<file path="src/design/tclru_pkg.sv">
// Shared types and constants for the tile cache LRU request policy block.
`timescale 1ns / 1ps

package tclru_pkg;

    // Field widths fixed by the request and result formats.
    localparam int FUNC_W   = 2;
    localparam int IN_TAG_W = 16;
    localparam int IDX_W    = 2;
    localparam int STATUS_W = 3;
    localparam int WHICH_W  = 2;
    localparam int STAMP_W  = 32;

    // Request function codes.
    localparam logic [FUNC_W-1:0] FN_LOOKUP    = 2'd0;
    localparam logic [FUNC_W-1:0] FN_LOAD_DONE = 2'd1;
    localparam logic [FUNC_W-1:0] FN_TOUCH     = 2'd2;

    typedef enum logic [1:0] {
        ST_UNUSED    = 2'd0,
        ST_REQUESTED = 2'd1,
        ST_LOADED    = 2'd2
    } t_entry_state;

    typedef enum logic [STATUS_W-1:0] {
        RS_HIT_LOADED  = 3'd0,
        RS_HIT_PENDING = 3'd1,
        RS_MISS_REQ    = 3'd2,
        RS_MISS_BUSY   = 3'd3,
        RS_ACK         = 3'd4
    } t_status;

    typedef logic [WHICH_W-1:0] t_which;

    // Controller to datapath.
    typedef struct packed {
        logic start;    // request accepted: latch it, clear the scan
        logic scan_rd;  // read the next entry of the tag and stamp memories
        logic commit;   // apply the update and load the result register
    } t_ctrl_cmd;

    // Datapath to controller.
    typedef struct packed {
        logic in_lookup; // request on the input is a lookup
        logic rd_last;   // the read issued now is of the last entry
        logic out_busy;  // result register full and not being taken
    } t_dp_status;

endpackage

</file>
<file path="src/design/tclru_ctrl.sv">
// Sequencing state machine for the tile cache LRU request policy block.
`timescale 1ns / 1ps

module tclru_ctrl (
    input  logic                  i_clk,
    input  logic                  i_rst_n,
    input  logic                  i_in_valid,
    output logic                  o_in_ready,
    input  tclru_pkg::t_dp_status i_sts,
    output tclru_pkg::t_ctrl_cmd  o_cmd
);
    import tclru_pkg::*;

    typedef enum logic [1:0] {
        S_IDLE,
        S_SCAN,
        S_DRAIN,
        S_DONE
    } t_state;

    t_state r_state;
    t_state n_state;
    logic   r_in_ready;
    logic   accept;

    assign accept     = i_in_valid & r_in_ready;
    assign o_in_ready = r_in_ready;

    always_comb begin
        o_cmd         = '0;
        o_cmd.start   = accept;
        o_cmd.scan_rd = (r_state == S_SCAN);
        o_cmd.commit  = (r_state == S_DONE) && !i_sts.out_busy;
        n_state       = r_state;
        case (r_state)
            S_IDLE: begin
                if (accept) begin
                    n_state = i_sts.in_lookup ? S_SCAN : S_DONE;
                end
            end
            S_SCAN: begin
                if (i_sts.rd_last) begin
                    n_state = S_DRAIN;
                end
            end
            S_DRAIN: begin
                n_state = S_DONE;
            end
            S_DONE: begin
                if (!i_sts.out_busy) begin
                    n_state = S_IDLE;
                end
            end
            default: begin
                n_state = S_IDLE;
            end
        endcase
    end

    always_ff @(posedge i_clk) begin
        if (!i_rst_n) begin
            r_state    <= S_IDLE;
            r_in_ready <= 1'b0;
        end else begin
            r_state    <= n_state;
            r_in_ready <= (n_state == S_IDLE);
        end
    end

endmodule

</file>
<file path="src/design/tclru_datapath.sv">
// Entry store, scan accumulators, update logic and result register.
`timescale 1ns / 1ps

module tclru_datapath #(
    parameter int NUM_ENTRIES = 4,
    parameter int TAG_BITS    = 16
) (
    input  logic                              i_clk,
    input  logic                              i_rst_n,
    input  tclru_pkg::t_ctrl_cmd              i_cmd,
    output tclru_pkg::t_dp_status             o_sts,
    input  logic [tclru_pkg::FUNC_W-1:0]      i_func,
    input  logic [tclru_pkg::IN_TAG_W-1:0]    i_lat_tag,
    input  logic [tclru_pkg::IN_TAG_W-1:0]    i_lon_tag,
    input  logic [tclru_pkg::IDX_W-1:0]       i_entry_index,
    input  logic                              i_load_ok,
    input  logic                              i_out_ready,
    output logic                              o_out_valid,
    output logic [tclru_pkg::STATUS_W-1:0]    o_status,
    output logic [tclru_pkg::WHICH_W-1:0]     o_hit_or_victim
);
    import tclru_pkg::*;

    localparam int AW = $clog2(NUM_ENTRIES);

    // Entry state: flip-flops, cleared by reset.
    t_entry_state r_entry_state [NUM_ENTRIES];
    // Tag pair and stamp stores: no reset, an unused entry is never trusted.
    logic [2*TAG_BITS-1:0] r_tag_mem   [NUM_ENTRIES];
    logic [STAMP_W-1:0]    r_stamp_mem [NUM_ENTRIES];

    // Latched request.
    logic [FUNC_W-1:0]     r_func;
    logic [TAG_BITS-1:0]   r_lat;
    logic [TAG_BITS-1:0]   r_lon;
    logic [IDX_W-1:0]      r_idx;
    logic                  r_ok;

    // Scan read port and accumulators.
    logic [AW-1:0]         r_rd_addr;
    logic [AW-1:0]         r_rd_idx;
    logic                  r_rd_pend;
    logic [2*TAG_BITS-1:0] r_rd_tag;
    logic [STAMP_W-1:0]    r_rd_stamp;
    logic                  r_found;
    logic [AW-1:0]         r_hit;
    logic                  r_have_v;
    logic [AW-1:0]         r_victim;
    logic [STAMP_W-1:0]    r_low;

    logic [STAMP_W-1:0]    r_tick;

    logic                  r_out_valid;
    t_status               r_status;
    t_which                r_which;

    // Scan evaluation of the entry whose read data is now registered.
    t_entry_state          e_state;
    logic [STAMP_W-1:0]    e_stamp;
    logic                  e_hit;
    logic                  e_cand;

    // Commit decode.
    logic [AW-1:0]         ev_entry;
    t_entry_state          ev_state;
    logic                  idx_ok;
    logic                  do_alloc;
    logic                  do_load;
    logic                  do_touch;
    t_status               n_status;
    t_which                n_which;

    assign o_sts.in_lookup = (i_func == FN_LOOKUP);
    assign o_sts.rd_last   = (r_rd_addr == AW'(NUM_ENTRIES - 1));
    assign o_sts.out_busy  = r_out_valid & ~i_out_ready;

    assign o_out_valid     = r_out_valid;
    assign o_status        = r_status;
    assign o_hit_or_victim = r_which;

    always_comb begin
        e_state = r_entry_state[r_rd_idx];
        e_stamp = (e_state == ST_UNUSED) ? '0 : r_rd_stamp;
        e_hit   = (e_state != ST_UNUSED) && (r_rd_tag == {r_lat, r_lon});
        e_cand  = (e_state != ST_REQUESTED) && (!r_have_v || (e_stamp < r_low));
    end

    always_comb begin
        idx_ok   = (int'(r_idx) < NUM_ENTRIES);
        ev_entry = AW'(r_idx);
        ev_state = r_entry_state[ev_entry];
        do_alloc = 1'b0;
        do_load  = 1'b0;
        do_touch = 1'b0;
        n_status = RS_ACK;
        n_which  = '0;
        case (r_func)
            FN_LOOKUP: begin
                if (r_found) begin
                    n_status = (r_entry_state[r_hit] == ST_LOADED) ? RS_HIT_LOADED
                                                                   : RS_HIT_PENDING;
                    n_which  = t_which'(r_hit);
                end else if (r_have_v) begin
                    do_alloc = 1'b1;
                    n_status = RS_MISS_REQ;
                    n_which  = t_which'(r_victim);
                end else begin
                    n_status = RS_MISS_BUSY;
                end
            end
            FN_LOAD_DONE: begin
                do_load = idx_ok && (ev_state == ST_REQUESTED);
            end
            FN_TOUCH: begin
                do_touch = idx_ok && (ev_state == ST_LOADED);
            end
            default: begin
                n_status = RS_ACK;
            end
        endcase
    end

    // Tag store: one write, one registered read per cycle.
    always_ff @(posedge i_clk) begin
        if (i_cmd.commit && do_alloc) begin
            r_tag_mem[r_victim] <= {r_lat, r_lon};
        end
        if (i_cmd.scan_rd) begin
            r_rd_tag <= r_tag_mem[r_rd_addr];
        end
    end

    // Stamp store: a failed load leaves the entry unused with stamp zero.
    always_ff @(posedge i_clk) begin
        if (i_cmd.commit && (do_load || do_touch)) begin
            r_stamp_mem[ev_entry] <= (do_load && !r_ok) ? '0 : r_tick;
        end
        if (i_cmd.scan_rd) begin
            r_rd_stamp <= r_stamp_mem[r_rd_addr];
        end
    end

    // Request latch and scan accumulators.
    always_ff @(posedge i_clk) begin
        if (i_cmd.start) begin
            r_func <= i_func;
            r_lat  <= TAG_BITS'(i_lat_tag);
            r_lon  <= TAG_BITS'(i_lon_tag);
            r_idx  <= i_entry_index;
            r_ok   <= i_load_ok;
        end
        if (i_cmd.scan_rd) begin
            r_rd_idx <= r_rd_addr;
        end
        if (r_rd_pend) begin
            if (e_hit) begin
                r_hit <= r_rd_idx;
            end
            if (e_cand) begin
                r_victim <= r_rd_idx;
                r_low    <= e_stamp;
            end
        end
    end

    always_ff @(posedge i_clk) begin
        if (!i_rst_n) begin
            for (int i = 0; i < NUM_ENTRIES; i++) begin
                r_entry_state[i] <= ST_UNUSED;
            end
            r_rd_addr   <= '0;
            r_rd_pend   <= 1'b0;
            r_found     <= 1'b0;
            r_have_v    <= 1'b0;
            r_tick      <= '0;
            r_out_valid <= 1'b0;
            r_status    <= RS_ACK;
            r_which     <= '0;
        end else begin
            r_rd_pend <= i_cmd.scan_rd;
            if (i_cmd.start) begin
                r_rd_addr <= '0;
                r_found   <= 1'b0;
                r_have_v  <= 1'b0;
            end else begin
                if (i_cmd.scan_rd) begin
                    r_rd_addr <= r_rd_addr + 1'b1;
                end
                if (r_rd_pend) begin
                    if (e_hit) begin
                        r_found <= 1'b1;
                    end
                    if (e_cand) begin
                        r_have_v <= 1'b1;
                    end
                end
            end

            if (i_cmd.commit) begin
                if (do_alloc) begin
                    r_entry_state[r_victim] <= ST_REQUESTED;
                end
                if (do_load) begin
                    r_entry_state[ev_entry] <= r_ok ? ST_LOADED : ST_UNUSED;
                end
                if (do_load || do_touch) begin
                    r_tick <= r_tick + 1'b1;
                end
                r_out_valid <= 1'b1;
                r_status    <= n_status;
                r_which     <= n_which;
            end else if (i_out_ready) begin
                r_out_valid <= 1'b0;
            end
        end
    end

endmodule

</file>
<file path="src/design/tile_cache_lru_request_policy.sv">
// Top level of the tile cache LRU request policy block.
`timescale 1ns / 1ps

// Fully associative tile tag cache with least-recently-used replacement.
// Each request is a lookup of a latitude/longitude tag pair, a load-finished
// event or a touch event, and produces exactly one result. A lookup walks
// the entries one per cycle through the single read port of the tag and
// stamp stores and then passes a drain state and a commit state; the next
// request is taken only after the commit. Load-finished and touch events
// need no scan and go straight to the commit state. The result sits in an
// output register, so a new request is accepted while the previous result
// still waits on m_axis_tready; the block only stalls when it has a second
// result ready and the first has not yet been taken. On a lookup the last
// matching valid entry wins; on a miss the non-requested entry with the
// lowest stamp (lowest index on a tie) takes the tags and becomes requested.
// Stamps come from a 32-bit wrapping tick that advances on every applied
// load-finished or touch event. Reset clears entry state; no clearing pass
// is needed, since unused entries are never matched and read as stamp zero.
module tile_cache_lru_request_policy #(
    parameter int NUM_ENTRIES = 4,
    parameter int TAG_BITS    = 16
) (
    input  logic        i_clk,
    input  logic        i_rst_n,
    // Request channel
    input  logic        s_axis_tvalid,
    output logic        s_axis_tready,
    input  logic [39:0] s_axis_tdata,  // lat_tag[15:0], lon_tag[31:16],
                                       // entry_index[33:32], load_ok[34], zero
    input  logic [1:0]  s_axis_tuser,  // func[1:0]
    // Result channel
    output logic        m_axis_tvalid,
    input  logic        m_axis_tready,
    output logic [7:0]  m_axis_tdata,  // hit_or_victim[1:0], zero
    output logic [2:0]  m_axis_tuser   // status[2:0]
);
    import tclru_pkg::*;

    t_ctrl_cmd                cmd;
    t_dp_status               sts;
    logic [WHICH_W-1:0]       hit_or_victim;

    // Sequence each request: accept, scan (lookups only), commit.
    tclru_ctrl u_ctrl (
        .i_clk      (i_clk),
        .i_rst_n    (i_rst_n),
        .i_in_valid (s_axis_tvalid),
        .o_in_ready (s_axis_tready),
        .i_sts      (sts),
        .o_cmd      (cmd)
    );

    // Hold the entries, evaluate the scan, apply updates and hold the result.
    tclru_datapath #(
        .NUM_ENTRIES (NUM_ENTRIES),
        .TAG_BITS    (TAG_BITS)
    ) u_datapath (
        .i_clk           (i_clk),
        .i_rst_n         (i_rst_n),
        .i_cmd           (cmd),
        .o_sts           (sts),
        .i_func          (s_axis_tuser[FUNC_W-1:0]),
        .i_lat_tag       (s_axis_tdata[15:0]),
        .i_lon_tag       (s_axis_tdata[31:16]),
        .i_entry_index   (s_axis_tdata[33:32]),
        .i_load_ok       (s_axis_tdata[34]),
        .i_out_ready     (m_axis_tready),
        .o_out_valid     (m_axis_tvalid),
        .o_status        (m_axis_tuser),
        .o_hit_or_victim (hit_or_victim)
    );

    // Pad the result entry number to a whole byte.
    assign m_axis_tdata = {6'b0, hit_or_victim};

endmodule

</file>
<file path="config.mk">
export PLATFORM = sky130hd
export DESIGN_NAME = tile_cache_lru_request_policy
export DESIGN_NICKNAME = d
export VERILOG_FILES = /design/src/design/tclru_pkg.sv /design/src/design/tclru_ctrl.sv /design/src/design/tclru_datapath.sv /design/src/design/tile_cache_lru_request_policy.sv
export SDC_FILE = /design/constraint.sdc
export NUM_CORES = 1
export LEC_CHECK = 0
export BUFFER_PORTS_ARGS = -buffer_cell sky130_fd_sc_hd__buf_2
export CAP_MARGIN = 10
export CORE_ASPECT_RATIO = 1.4
export CORE_MARGIN = 1
export CORE_UTILIZATION = 29
export CTS_BUF_LIST = sky130_fd_sc_hd__clkbuf_4 sky130_fd_sc_hd__clkbuf_8
export CTS_CLUSTER_SIZE = 28
export DETAILED_ROUTE_END_ITERATION = 8
export GPL_ROUTABILITY_DRIVEN = 0
export MAX_ROUTING_LAYER = met4
export PLACE_DENSITY = 0.48
export SYNTH_ARGS = -nofsm -noshare
export SYNTH_HDL_FRONTEND = slang
export SYNTH_HIERARCHICAL = 1
export SYNTH_SLANG_ARGS = --single-unit
</file>
<file path="constraint.sdc">
create_clock -name i_clk -period 8.7 [get_ports i_clk]
set_input_delay 0.435 -clock i_clk [delete_from_list [all_inputs] [get_ports i_clk]]
set_output_delay 0.435 -clock i_clk [all_outputs]
set_load 0.005 [all_outputs]
</file>
== Word-level counts from Yosys, hierarchy flattened ==
Memory sizes are Yosys's and may differ from the RTL's. A register that Yosys moved wholly into a read port is not among the register bits.
Cells that the tools add are included.
Storage, ports and cells
  memories kept: 3
  output and inout port bits: 13
  bits in registers: 121
  bits in writable memories: 264
  input port bits: 46
Memories
  u_datapath.r_stamp_mem: depth 4, width 32, read ports 1, clocked after Yosys merged registers in 1, wr ports 1, line tclru_datapath.sv:30  | logic [STAMP_W-1:0] r_stamp_mem [NUM_ENTRIES];
  u_datapath.r_tag_mem: depth 4, width 32, read ports 1, clocked after Yosys merged registers in 1, wr ports 1, line tclru_datapath.sv:29  | logic [2*TAG_BITS-1:0] r_tag_mem [NUM_ENTRIES];
  u_datapath.r_entry_state: depth 4, width 2, read ports 3, clocked after Yosys merged registers in 3, wr ports 4, line tclru_datapath.sv:27  | t_entry_state r_entry_state [NUM_ENTRIES];
Operators by class
  bitwise operators: 4
  equality and inequality tests: 11
  muxes and demuxes: 44
  reductions and logical operators: 24
  add/subtract/negate cells: 2
  magnitude comparators: 1
Operators with widths (number)
  2-to-1 mux 32 bit: 2
  adder 32 x 1 -> 32 bit (second input constant): 1
  equality test 32 bit: 1
  < comparator 32 bit: 1
  2-to-1 mux 2 bit: 15
  2-to-1 mux 1 bit: 24
  equality test 2 bit (second input constant): 6
  logical NOT 2 bit: 5
  case mux 2 bit (4 select lines): 1
  equality test 2 x 1 -> 1 bit (second input constant): 3
  logical AND 1 bit: 6
  2-to-1 mux 3 bit: 2
  AND reduction 2 bit: 3
  OR reduction 2 bit: 3
  nonzero test 2 bit: 2
  logical NOT 1 bit: 3
  adder 2 x 1 -> 2 bit (second input constant): 1
  AND 1 bit: 2
  logical OR 1 bit: 2
  inequality test 2 x 1 -> 1 bit (second input constant): 1
  inverter 1 bit: 2

== Depth between registers and ports, before layout ==
Gate-level depths: netlist of run 1.
  depth after elaboration: 10
  gate-level depth with buffers: 10
  mapped depth without buffers: 9

== Cells and area by module ==
Netlist of run 1, hierarchy kept.
By module, submodules not included
  tclru_datapath: sequential area each 13082.5 µm², times used 1, cells an instance 1014, area each 17722.0 µm²
  tclru_ctrl: sequential area each 60.1 µm², times used 1, cells an instance 16, area each 148.9 µm²
  tile_cache_lru_request_policy: sequential area each 0.0 µm², times used 1, cells an instance 7, area each 48.8 µm²

== Worst setup path before layout of run 1 ==
OpenSTA, ideal clock, no wires.
  path type: reg-to-reg
  start: reg with a tool-made name
  end: reg u_datapath.r_low[0], enable pin
  cell stages (with the launch flop): 11
  clock period less this slack: 5.437 ns
  setup slack: 3.263 ns
  setup time: 0.468 ns
  arrival time: 4.970 ns
  cells stage by stage: dfxtp_1 mux4_2 nor2_1 clkbuf_1 nor2b_1 ha_1 a211oi_1 a211oi_1 o31a_1 o31a_1 nor3_1
RTL lines
  to (signal assigned): line tclru_datapath.sv:161  | r_low <= e_stamp;
  to (decl): line tclru_datapath.sv:49  | logic [STAMP_W-1:0] r_low;

==> impl_results.md, run 1 <==
- Status: finished clean
- Minimum setup slack among reg-to-reg paths: between 4 and 5 ns
- Clk network pwr share: about 40%
- Core area: 0.0609 mm²
- Number of sinks driven by the clock tree: 455
- Number of port buffers: 47
- Horizontal die dimension: 212 µm
- Initial cell density of the core: 29.4%
- Overall fraction of global-route tracks in use: 12.0%
- Pre-CTS worst setup slack: 4.92 ns
- Number of levels the H-tree was split into: 3
- Static leakage: between 7 and 8 nW
- Type of element launching the critical path: flip-flop
- Master of the slowest instance on the critical path: sky130_fd_sc_hd__mux4_2
- Layout Skew: 0.0430 ns
- Post-route antenna net violation count: 0
- Timing-limited maximum frequency: 0.269 GHz
- Relative slew margins: 36.4%
- Met1 track demand over resource in global routing: between 10% and 20%
- Sum of net half-perimeters after detailed placement: 21000 µm
- # fillers: 5846
- Violation count after the first detailed-route iteration: 486
- Number of buffers on the longest clock path: 3
- Count of state elements after synthesis: 455
- Maxcap violations: 0
- Share of synthesized area occupied by flip-flops and latches: 73.3%
- Final core utilization: between 30% and 40%
- CP Max Fanout: 33
- Total standard cell area after synthesis: around 0.018 mm²
- Worst hold path depth: 4
- Post-layout minimum cycle time: 3.72 ns
- Number of standard-cell rows in the floorplan: 107
- Cell with the most instances on the worst path: sky130_fd_sc_hd__buf_4
- Power share of the combinational group: 7.5%
- Synthesized area divided by synthesized cell count: 17.3 µm²
- Unique cell type count in the Yosys netlist: 61
- Number of gates resized after CTS: 0
- Final count of negative-setup-slack endpoints: 0
- Commonest register cell after synthesis: sky130_fd_sc_hd__edfxtp_1
- Data arrival time at the worst-slack endpoint: 4.02 ns
- Delay of the slowest critical-path stage: 0.54 ns
- Number of buffer and inverter instances along the worst setup path: 2
- Tightest Pin Transition: 0.954 ns
- Final Cycle Share: 42.8%
- Final net count: approximately 1300
- Clock Root Buffer: sky130_fd_sc_hd__clkbuf_8
- DIE AREA: 0.0628 mm²
- IR drop worst, VDD: 96.3 µV
- Placed Cells: about 1900
- I/O pin count: 59
- Area delta synth->final: 17.8%
- Cell Count, Final, Fillers Out: 2057
- Cells on worst reg2reg path: 11
- Clock slew seen by the registers of the worst setup and hold paths: 0.06 ns
- CTS tree: done
- Fraction of layout cells with a size suffix above 1: 22.6%
- Most used cells in the layout excluding fill and tap cells: sky130_fd_sc_hd__edfxtp_1 (403), sky130_fd_sc_hd__clkbuf_8 (79), sky130_fd_sc_hd__mux4_2 (68)
- Post-route DRC: 0
- Number of flops mapped to enable cells by yosys: 403
- Routed length per placed instance: 17.2 µm
- Final Hold Fails: 0
- Most common cell after layout, fill and taps aside: sky130_fd_sc_hd__edfxtp_1
- Post-route standard cell area excluding fillers: 0.0211 mm²
- Total congestion overflow: 0
- PwrDens: about 230 mW/mm²
- Req. time, crit path: 9.00 ns
- Type of element capturing the critical path: flip-flop
- Sw Ratio: between 20% and 30%
- Pint: 3.69 mW
- Final slew viol count: 0
- Number of global-route vias before repair: 9854
- Cell Chain, Critical Path: mux4_2, nor2_2, buf_4, nor2b_1, ha_1, a211oi_1, nand3_1, o211a_1, o31a_1, nor3_2, buf_4
- Critical path start-end classification: reg -> reg
- Global routing usage on met3: under 10%
- Number of buffers created by CTS: 75
- Overall via count from detail_route: 9259
- Placed instance area: 0.0192 mm²
- Final setup margin: 4.98 ns
- Initial antenna violation count: 1
- Clock latency of the later-clocked register in the worst-skew pair: 0.65 ns
- Busiest layer in global routing: met2
- Final Routed Wirelength: 35500 µm
- Min-Delay Path Class: in -> reg
- Mapped Cells: between 1000 and 1500
- Met2 routing resource usage after global routing: 20.3%
- Largest delay share family, worst path: compound AO/OA/AOI/OAI gates
- DIE HEIGHT: approximately 300 µm
- Setup repair after global routing missed its margin: no
- Share of synthesized flip-flops with an asynchronous set or reset: 0%
- Sum Neg Setup Slack: 0 ns
- Count of TritonRoute iterations in the first routing pass: 4
- Drt via density: roughly 4.5
- Total number of cells along the worst setup path: 11
- Largest net degree at the start of global routing: 45
- Setup fix buffers added after clock tree synthesis: 0
- Syn. warnings: 6
- Sequential cell fraction of total power: a little over half
- Net load switching power: 1.11 mW
- Global-route wire length before repair: 55300 µm
logic make-up (layout without fill, tap and decap cells):
family	count (synthesis)	in the layout	synth area share, %
other cells	1	7	0.0209
fa+ha+maj	33	33	2.30
xor+xnor	38	38	1.86
buf+inv	91	288	2.10
mux	73	73	8.85
compound gates	110	110	3.98
flops	455	455	73.3
simple gates	236	236	7.54
power groups by stage:
stage / logic, mW / registers (mW) / clock network (mW)
floorplan: 0.273 / 2.56 / 0
global placement: 0.356 / 2.59 / 0
detailed placement: 0.359 / 2.60 / 0
CTS: 0.374 / 2.55 / 1.97
global route: 0.408 / 2.56 / 2.06
finish: 0.360 / 2.55 / 1.90
sequential cells by signal (all words and copies together), names as in the netlist, 2 cells and up, named ones only:
signal	count
u_datapath/ev_entry	2
u_datapath/r_hit	2
u_datapath/r_stamp_mem	128
u_datapath/r_tag_mem	128
u_datapath/o_hit_or_victim	2
u_datapath/r_low	32
u_ctrl/r_state	2
u_datapath/r_entry_state	8
u_datapath/r_lat	16
u_datapath/r_victim	2
u_datapath/r_tick	32
u_datapath/o_status	3
u_datapath/r_rd_tag	32
u_datapath/r_func	2
u_datapath/r_lon	16
u_datapath/r_rd_addr	2
u_datapath/r_rd_stamp	32
u_datapath/r_rd_idx	2
worst paths after layout:
path	startpoint	to
hold reg to reg	u_datapath/o_status[0]	u_datapath/o_status[0]
setup reg to reg	u_datapath/r_entry_state[2][1]	u_datapath/r_low[28]
setup / recovery	u_datapath/r_entry_state[2][1]	u_datapath/r_low[28]
hold / removal	m_axis_tready	u_datapath/o_out_valid
cells in the mapped netlist, drive strengths merged (17+ instances only):
master  count  share of area, %
edfxtp    403                68
clkbuf     24              0.51
a21oi      34              0.95
nor2       34              0.71
mux4       68               8.5
buf        17              0.54
inv        49               1.0
dfxtp      52               5.8
ha         33               2.3
nand2      32              0.67
xor2       24               1.2
nor2b      64               2.2
o21ai      23              0.64
worst min-delay path, cell delays in order:
cell	delay, ns
sky130_fd_sc_hd__buf_2	0.08
sky130_fd_sc_hd__nor2b_1	0.06
sky130_fd_sc_hd__nor2_1	0.09
sky130_fd_sc_hd__nor2_1	0.05
layer usage:
layer  vias up  wire length (µm)  share of wire [%]
li1       4347                 -                  -
met1      4684             15000                 42
met3        60              1330                3.7
met2       168             18200                 51
met4         0               950                2.7
met5         -                 0                  0
timing repair:
item / 4_1_cts / 5_1_grt
hold endpoints to repair: 39 / 0
hold buffers: 37 / 0
setup endpoints to repair: 0 / 0
cell type report:
type,count,area (µm²),share of cell area (%)
inverters,50,188,0.889
multi-input cells,496,4480,21.2
repair buffers,102,741,3.51
clock buffers,112,1340,6.32
clock inverters,24,186,0.883
well taps,817,1020,4.84
diodes,1,2.50,0.0119
flip-flops and latches,455,13200,62.3
per-stage QoR:
step	hold slack (ns)	total power, mW
3_3_place_gp	0.454	2.95
3_5_place_dp	0.461	2.96
5_1_grt	0.130	5.02
6_report	0.133	4.80
2_1_floorplan	0.449	2.83
4_1_cts	0.0775	4.90
Power figures use the tool's default switching activity.
==> inputs of run 2 (changes only) <==
--- a/config.mk
+++ b/config.mk
@@ -5,6 +5,7 @@
 export SDC_FILE = /design/constraint.sdc
 export NUM_CORES = 1
 export LEC_CHECK = 0
+export ABC_AREA = 1
 export BUFFER_PORTS_ARGS = -buffer_cell sky130_fd_sc_hd__buf_2
 export CAP_MARGIN = 10
 export CORE_ASPECT_RATIO = 1.4
@@ -15,7 +16,7 @@
 export DETAILED_ROUTE_END_ITERATION = 8
 export GPL_ROUTABILITY_DRIVEN = 0
 export MAX_ROUTING_LAYER = met4
-export PLACE_DENSITY = 0.48
+export PLACE_DENSITY = 0.5
 export SYNTH_ARGS = -nofsm -noshare
 export SYNTH_HDL_FRONTEND = slang
 export SYNTH_HIERARCHICAL = 1
==> constraint.sdc (replaced) <==
create_clock -name i_clk -period 3.4 [get_ports i_clk]
set_input_delay 0.17 -clock i_clk [delete_from_list [all_inputs] [get_ports i_clk]]
set_output_delay 0.17 -clock i_clk [all_outputs]
set_load 0.005 [all_outputs]
==> impl_results.md, run 2 <==
- Initial antenna violation count: 1 (unchanged)
- Cell Count, Final, Fillers Out: 2587 (+26%)
- Cells taking the most area after synthesis: sky130_fd_sc_hd__edfxtp_1 (65%), sky130_fd_sc_hd__dfxtp_1 (5.6%), sky130_fd_sc_hd__nor2_1 (4.9%)
- Syn. warnings: 6 (unchanged)
- Number of levels the H-tree was split into: 3 (unchanged)
- Final count of negative-setup-slack endpoints: 0 (unchanged)
- Pint: 9.57 mW (+160%)
- IR drop worst, VDD: 296 µV (+210%)
- Final slew viol count: 0 (unchanged)
- Drt via density: 4.58 (+1.7%)
- Most common cell after layout, fill and taps aside: sky130_fd_sc_hd__edfxtp_1
- Timing-limited maximum frequency: 0.320 GHz (+19%)
- Count of state elements after synthesis: 455 (unchanged)
- Number of sinks driven by the clock tree: 455 (unchanged)
- Number of buffers on the longest clock path: 3 (unchanged)
- Sum of net half-perimeters after detailed placement: 24500 µm (+16%)
- Commonest cells in the synthesized netlist: sky130_fd_sc_hd__edfxtp_1 (403), sky130_fd_sc_hd__nor2_1 (243), sky130_fd_sc_hd__nand2_1 (185), sky130_fd_sc_hd__inv_1 (164), sky130_fd_sc_hd__o21ai_0 (152)
- Share of the synthesized area in compound gates (AO/OA/AOI/OAI): 8.80% (+4.8 points)
- Final Cycle Share: 91.9% (+49 points)
- Min-Delay Path Class: in -> reg
- Global-route wire length before repair: 65200 µm (+18%)
- Post-synthesis mux area share: 0% (-8.9 points)
- Number of port buffers: 47 (unchanged)
- CP Max Fanout: 20 (-39%)
- Clk network pwr share: 36.1% (-3.4 points)
- Cells on worst reg2reg path: 18 (+7)
- Net load switching power: 3.47 mW (+210%)
- Share of synthesized flip-flops with an asynchronous set or reset: 0% (unchanged)
- Post-route antenna net violation count: 0 (unchanged)
- Hold wc startpoint: s_axis_tdata[22]
- Number of buffers created by CTS: 73 (-2.7%)
- Most used cells in the layout excluding fill and tap cells: sky130_fd_sc_hd__edfxtp_1 (403), sky130_fd_sc_hd__nor2_1 (237), sky130_fd_sc_hd__nand2_1 (184)
- Core area: 0.0631 mm² (+3.7%)
- Power share of the combinational group: 12.8% (+5.3 points)
- I/O pin count: 59 (unchanged)
- Synthesized area divided by synthesized cell count: 11.8 µm² (-32%)
- Total power: 13.0 mW (+170%)
- Post-layout minimum cycle time: 3.13 ns (-0.594 ns)
- Status: finished clean
- Total standard cell area after synthesis: 0.0185 mm² (+3.5%)
- Hold_ws: 0.218 ns (+0.0851 ns)
- Final core utilization: 34.6% (-0.088 points)
- Routed length per placed instance: 16.1 µm (-6.7%)
- CTS tree: done
- Number of flops mapped to enable cells by yosys: 403 (unchanged)
- Final net count: 1776 (+41%)
- Violation count after the first detailed-route iteration: 566 (+16%)
- Sw Ratio: 26.6% (+3.4 points)
- Registers with the most flip-flops: u_datapath/r_stamp_mem: 128 flops, u_datapath/r_tag_mem: 128 flops
- Unique cell type count in the Yosys netlist: 45 (-26%)
- Minimum setup slack among reg-to-reg paths: 0.27 ns (-4.71 ns)
- Req. time, crit path: 3.72 ns (-5.28 ns)
- Clock latency of the later-clocked register in the worst-skew pair: 0.66 ns (about the same)
- Number of standard-cell rows in the floorplan: 109 (+1.9%)
- Clock Root Buffer: sky130_fd_sc_hd__clkbuf_8
- End of the worst register-to-register path: u_datapath/r_low[9]
- Largest net degree at the start of global routing: 79 (+76%)
- DIE AREA: 0.0650 mm² (+3.5%)
- Post-synthesis share of cell area spent on and, or, nand and nor gates: 11.9% (+4.3 points)
- Final Routed Wirelength: 41600 µm (+17%)
- Type of element launching the critical path: flip-flop
- Type of element capturing the critical path: flip-flop
- Horizontal die dimension: 216 µm (+1.7%)
- Clock slew seen by the registers of the worst setup and hold paths: 0.06 ns (about the same)
- Adder-cell area share of the yosys netlist: 2.23% (-0.078 points)
- Layout Skew: 0.0455 ns (+0.00254 ns)
- Cell taking the most area after synthesis: sky130_fd_sc_hd__edfxtp_1
- Area share of the largest cell type after synthesis: 65.2% (-2.3 points)
- Number of global-route vias before repair: 11800 (+20%)
- Fraction of layout cells with a size suffix above 1: 14.0% (-8.6 points)
- Sum Neg Setup Slack: 0 ns (unchanged)
- Area delta synth->final: 17.7% (about the same)
- Tightest Pin Transition: 1.10 ns (+0.142 ns)
- Overall via count from detail_route: 11800 (+28%)
- Share of synthesized area occupied by flip-flops and latches: 70.9% (-2.5 points)
- # fillers: 6220 (+6.4%)
- Placed Cells: 2411 (+28%)
- Sequential cell fraction of total power: 51.1% (-1.9 points)
- Cell with the most instances after synthesis: sky130_fd_sc_hd__edfxtp_1
- Count of TritonRoute iterations in the first routing pass: 5 (+1)
- Relative slew margins: 26.9% (-9.5 points)
- DIE HEIGHT: 301 µm (+1.7%)
- Static leakage: 8.05 nW (+11%)
- Destination of the worst hold path: u_datapath/r_lon[6]
- Total congestion overflow: 0 (unchanged)
- Main combinational cell family by area after synthesis: simple AND/OR/NAND/NOR gates
- Worst hold path depth: 2 (-2)
- Critical path start-end classification: reg -> reg
- Final Hold Fails: 0 (unchanged)
- Data arrival time at the worst-slack endpoint: 3.45 ns (-0.57 ns)
- Post-route DRC: 0 (unchanged)
- PwrDens: 598 mW/mm² (+160%)
- XOR/XNOR share of the synthesized area: 1.37% (-0.49 points)
- Maxcap violations: 0 (unchanged)
- Initial cell density of the core: 29.4% (-0.046 points)
- Mapped Cells: 1569 (+51%)
- Commonest register cell after synthesis: sky130_fd_sc_hd__edfxtp_1
- Overall fraction of global-route tracks in use: 13.2% (+1.3 points)
run 2: worst max path at each step:
stage / startpoint / endpoint / depth (start not counted)
2_1_floorplan: u_datapath/r_entry_state[2][0] / u_datapath/r_stamp_mem[2][0] / 8
3_3_place_gp: flip-flop / u_datapath/r_low[2] / 18
3_5_place_dp: flip-flop / u_datapath/r_low[2] / 18
4_1_cts: flip-flop / u_datapath/r_low[5] / 18
5_1_grt: u_datapath/r_entry_state[1][0] / u_datapath/r_low[16] / 19
6_report: flip-flop / u_datapath/r_low[9] / 18
run 2: worst max-delay path, cell delays in order, from the launching register on:
cell                      delay (ns)
sky130_fd_sc_hd__dfxtp_2        0.34
sky130_fd_sc_hd__inv_1          0.10
sky130_fd_sc_hd__nand2_1        0.06
sky130_fd_sc_hd__nand3_1        0.09
sky130_fd_sc_hd__nand2_1        0.06
sky130_fd_sc_hd__nand2_1        0.15
sky130_fd_sc_hd__inv_2          0.07
sky130_fd_sc_hd__buf_12         0.15
sky130_fd_sc_hd__buf_4          0.16
sky130_fd_sc_hd__nor2_1         0.14
sky130_fd_sc_hd__ha_1           0.26
sky130_fd_sc_hd__a21oi_1        0.15
sky130_fd_sc_hd__o21ai_0        0.10
sky130_fd_sc_hd__a21oi_1        0.19
sky130_fd_sc_hd__o21a_1         0.16
sky130_fd_sc_hd__nand2_2        0.09
sky130_fd_sc_hd__a21oi_4        0.20
sky130_fd_sc_hd__buf_12         0.15
sky130_fd_sc_hd__buf_12         0.15
run 2: repair_timing:
action                                 in CTS  in global routing
setup buffers                               0                  2
setup endpoints to repair                   0                 32
hold buffers                               39                  0
endpoints found under the hold margin      55                  0
resized for setup                           0                  6
run 2: layer usage:
layer	GRT usage, %	vias up	wire [µm]
met5	-	-	0
met4	4.95	0	872
met3	2.26	66	1560
met2	22.4	220	20900
met1	15.8	5807	18300
li1	-	5749	-
run 2: kinds of logic after synthesis:
group | count (synthesis)
and+or+nand+nor | 524
DFF | 455
AOI/OAI and AO/OA | 295
buffers and inverters | 232
adders and majority gates | 33
xor gates and xnor gates | 29
other | 1
run 2: stage by stage:
stage               setup slack, ns  cell area, µm²
floorplan                    -0.436           18600
global placement              0.133           19900
detailed placement            0.119           19900
CTS                          0.0539           21700
global route                -0.0202           21800
finish                        0.274           21800
run 2: power groups by stage:
stage	Clock (mW)	Combinational [mW]	Sequential [mW]
after CTS	4.88	1.68	6.66
after floorplan	0	1.12	6.68
after global placement	0	1.59	6.77
final	4.71	1.67	6.66
after detailed placement	0	1.64	6.77
after global routing	5.09	1.91	6.69
run 2: area by class of cell:
type / instances / area, µm² / share of cell area, %
Antenna cell: 1 / 2.50 / 0.0115
Inverter: 166 / 624 / 2.86
Multi-Input combinational cell: 887 / 4610 / 21.1
Clock inverter: 27 / 201 / 0.923
Timing Repair Buffer: 114 / 932 / 4.27
Tap cell: 832 / 1040 / 4.77
Clock buffer: 105 / 1260 / 5.79
Sequential cell: 455 / 13100 / 60.2
==> inputs of run 3 (changes only) <==
==> constraint.sdc (replaced) <==
create_clock -name i_clk -period 3.4 [get_ports i_clk]
set_input_delay 0.51 -clock i_clk [delete_from_list [all_inputs] [get_ports i_clk]]
set_output_delay 0.51 -clock i_clk [all_outputs]
set_load 0.005 [all_outputs]
==> impl_results.md, run 3 (synthesized netlist as in run 2, its figures left out) <==
- Clock latency of the later-clocked register in the worst-skew pair: 0.67 ns (about the same)
- Largest net degree at the start of global routing: 68 (-14%)
- Minimum setup slack among reg-to-reg paths: 0.20 ns (-0.08 ns)
- Worst setup path endpoint: u_datapath/r_victim[1]
- Total power: 13.0 mW (about the same)
- Final net count: 1763 (-0.73%)
- Data arrival time at the worst-slack endpoint: 3.57 ns (+0.12 ns)
- Number of buffer and inverter instances along the worst setup path: 5 (-1)
- Cell with the most instances on the worst path: sky130_fd_sc_hd__nand2_1
- CP Max Fanout: 20 (unchanged)
- Initial antenna violation count: 1 (unchanged)
- Area delta synth->final: 16.8%
- Final Routed Wirelength: 41400 µm (-0.55%)
- Critical path start-end classification: reg -> reg
- Static leakage: 7.97 nW (-0.95%)
- Number of global-route vias before repair: 12200 (+2.9%)
- Sum Neg Setup Slack: 0 ns (unchanged)
- Cell Chain, Critical Path: inv_1, nand2_1, nand3_1, nand2_1, nand2_2, inv_1, buf_12, nor2_2, ha_1, a21oi_1, nor2_1, a211oi_1, o221a_2, nand2_1, nand2_1, nand2_2, a21oi_4, buf_4, buf_4
- Tightest Pin Transition: 0.949 ns (-0.148 ns)
- I/O pin count: 59 (unchanged)
- Number of buffers created by CTS: 73 (unchanged)
- Pre-CTS worst setup slack: 0.123 ns (+0.00436 ns)
- Total congestion overflow: 0 (unchanged)
- Type of element launching the critical path: flip-flop
- DIE AREA: 0.0650 mm² (unchanged)
- IR drop worst, VDD: 269 µV (-9.2%)
- Relative slew margins: 36.6% (+9.7 points)
- Post-route antenna net violation count: 0 (unchanged)
- Most common cell after layout, fill and taps aside: sky130_fd_sc_hd__edfxtp_1
- Violation count after the first detailed-route iteration: 662 (+17%)
- Largest delay share family, worst path: compound AO/OA/AOI/OAI gates
- Most used cells in the layout excluding fill and tap cells: sky130_fd_sc_hd__edfxtp_1 (403), sky130_fd_sc_hd__nor2_1 (235), sky130_fd_sc_hd__nand2_1 (183)
- Sum of net half-perimeters after detailed placement: 24800 µm (+1.3%)
- Total number of cells along the worst setup path: 19 (+1)
- Type of element capturing the critical path: flip-flop
- DIE HEIGHT: 301 µm (unchanged)
- Number of levels the H-tree was split into: 3 (unchanged)
- Routed length per placed instance: 16.1 µm (about the same)
- Master of the slowest instance on the critical path: sky130_fd_sc_hd__dfxtp_2
- Fraction of layout cells with a size suffix above 1: 13.5% (-0.46 points)
- Number of sinks driven by the clock tree: 455 (unchanged)
- Number of port buffers: 47 (unchanged)
- Final slew viol count: 0 (unchanged)
- Hold_ws: 0.0527 ns (-0.165 ns)
- Maxcap violations: 0 (unchanged)
- Status: finished clean
- Pint: 9.58 mW (+0.15%)
- Initial cell density of the core: 29.4% (unchanged)
- PwrDens: 602 mW/mm² (+0.75%)
- Final count of negative-setup-slack endpoints: 0 (unchanged)
- Count of TritonRoute iterations in the first routing pass: 5 (unchanged)
- Overall fraction of global-route tracks in use: 13.3% (+0.065 points)
- Number of standard-cell rows in the floorplan: 109 (unchanged)
- Clk network pwr share: 36.2% (about the same)
- Clock Root Buffer: sky130_fd_sc_hd__clkbuf_8
- Core area: 0.0631 mm² (unchanged)
- Final setup margin: 0.198 ns (-0.0767 ns)
- Global-route wire length before repair: 65500 µm (+0.54%)
- Net load switching power: 3.46 mW (-0.37%)
- Layout Skew: 0.0521 ns (+0.00657 ns)
- Final core utilization: 34.3% (-0.25 points)
- Horizontal die dimension: 216 µm (unchanged)
- Sequential cell fraction of total power: 51.0% (about the same)
- Delay of the slowest critical-path stage: 0.36 ns (+0.02 ns)
- Post-route DRC: 0 (unchanged)
- Clock slew seen by the registers of the worst setup and hold paths: 0.06 ns (about the same)
- CTS tree: done
- Worst hold path depth: 1 (-1)
- Sw Ratio: 26.5% (-0.10 points)
- # fillers: 6268 (+0.77%)
- End of the worst register-to-register path: u_datapath/r_victim[1]
- Drt via density: 4.59 (+0.28%)
- Min-Delay Path Class: in -> reg
- Req. time, crit path: 3.77 ns (+0.05 ns)
- Power share of the combinational group: 12.8% (about the same)
- Cells on worst reg2reg path: 19 (+1)
- Number of buffers on the longest clock path: 3 (unchanged)
- Overall via count from detail_route: 11800 (-0.26%)
- Final Cycle Share: 94.2% (+2.3 points)
- Hold wc startpoint: s_axis_tdata[8]
- Final Hold Fails: 0 (unchanged)
- Timing-limited maximum frequency: 0.312 GHz (-2.4%)
- Registers with the most flip-flops: u_datapath/r_stamp_mem: 128 flops, u_datapath/r_tag_mem: 128 flops
- Post-layout minimum cycle time: 3.20 ns (+0.0767 ns)
-- run 3: how the worst min path moves through the flow --
stage,end
after floorplan,u_datapath/r_tick[31]
after global placement,u_datapath/r_tick[31]
after detailed placement,u_datapath/r_tick[31]
after CTS,u_datapath/r_lon[8]
after global routing,u_datapath/r_lat[11]
final,u_datapath/r_lat[8]
-- run 3: timing repair --
action / 4_1_cts / 5_1_grt
gates resized for setup: 0 / 7
setup buffers: 0 / 1
setup endpoints to repair: 0 / 32
hold buffers: 27 / 0
endpoints found under the hold margin: 27 / 0
-- run 3: through the flow --
stage          area, µm²  std cells
2_1_floorplan      18600       1574
3_3_place_gp       19900       2411
3_5_place_dp       19900       2411
4_1_cts            21600       2569
5_1_grt            21700       2573
6_report           21700       2573
-- run 3: power groups by stage --
stage	combinational (mW)	clock [mW]	sequential (mW)
2_1_floorplan	1.12	0	6.68
3_3_place_gp	1.61	0	6.76
3_5_place_dp	1.64	0	6.77
4_1_cts	1.68	4.90	6.65
5_1_grt	1.91	5.12	6.68
6_report	1.67	4.73	6.65
-- run 3: layout make-up --
cell class,instances,area (µm²),area share (%)
diodes,1,2.50,0.0116
clock buffers,96,1190,5.49
clock inverters,35,267,1.23
inverters,166,624,2.88
multi-input cells,887,4610,21.3
flip-flops and latches,455,13100,60.7
well taps,832,1040,4.81
repair buffers,101,783,3.62
-- run 3: layer usage --
metal | part of all wire, % | track usage (%) | vias up
li1 | - | - | 5718
met2 | 52 | 23.1 | 223
met5 | 0 | - | -
met3 | 3.9 | 2.40 | 68
met4 | 2.4 | 5.02 | 0
met1 | 42 | 15.2 | 5802
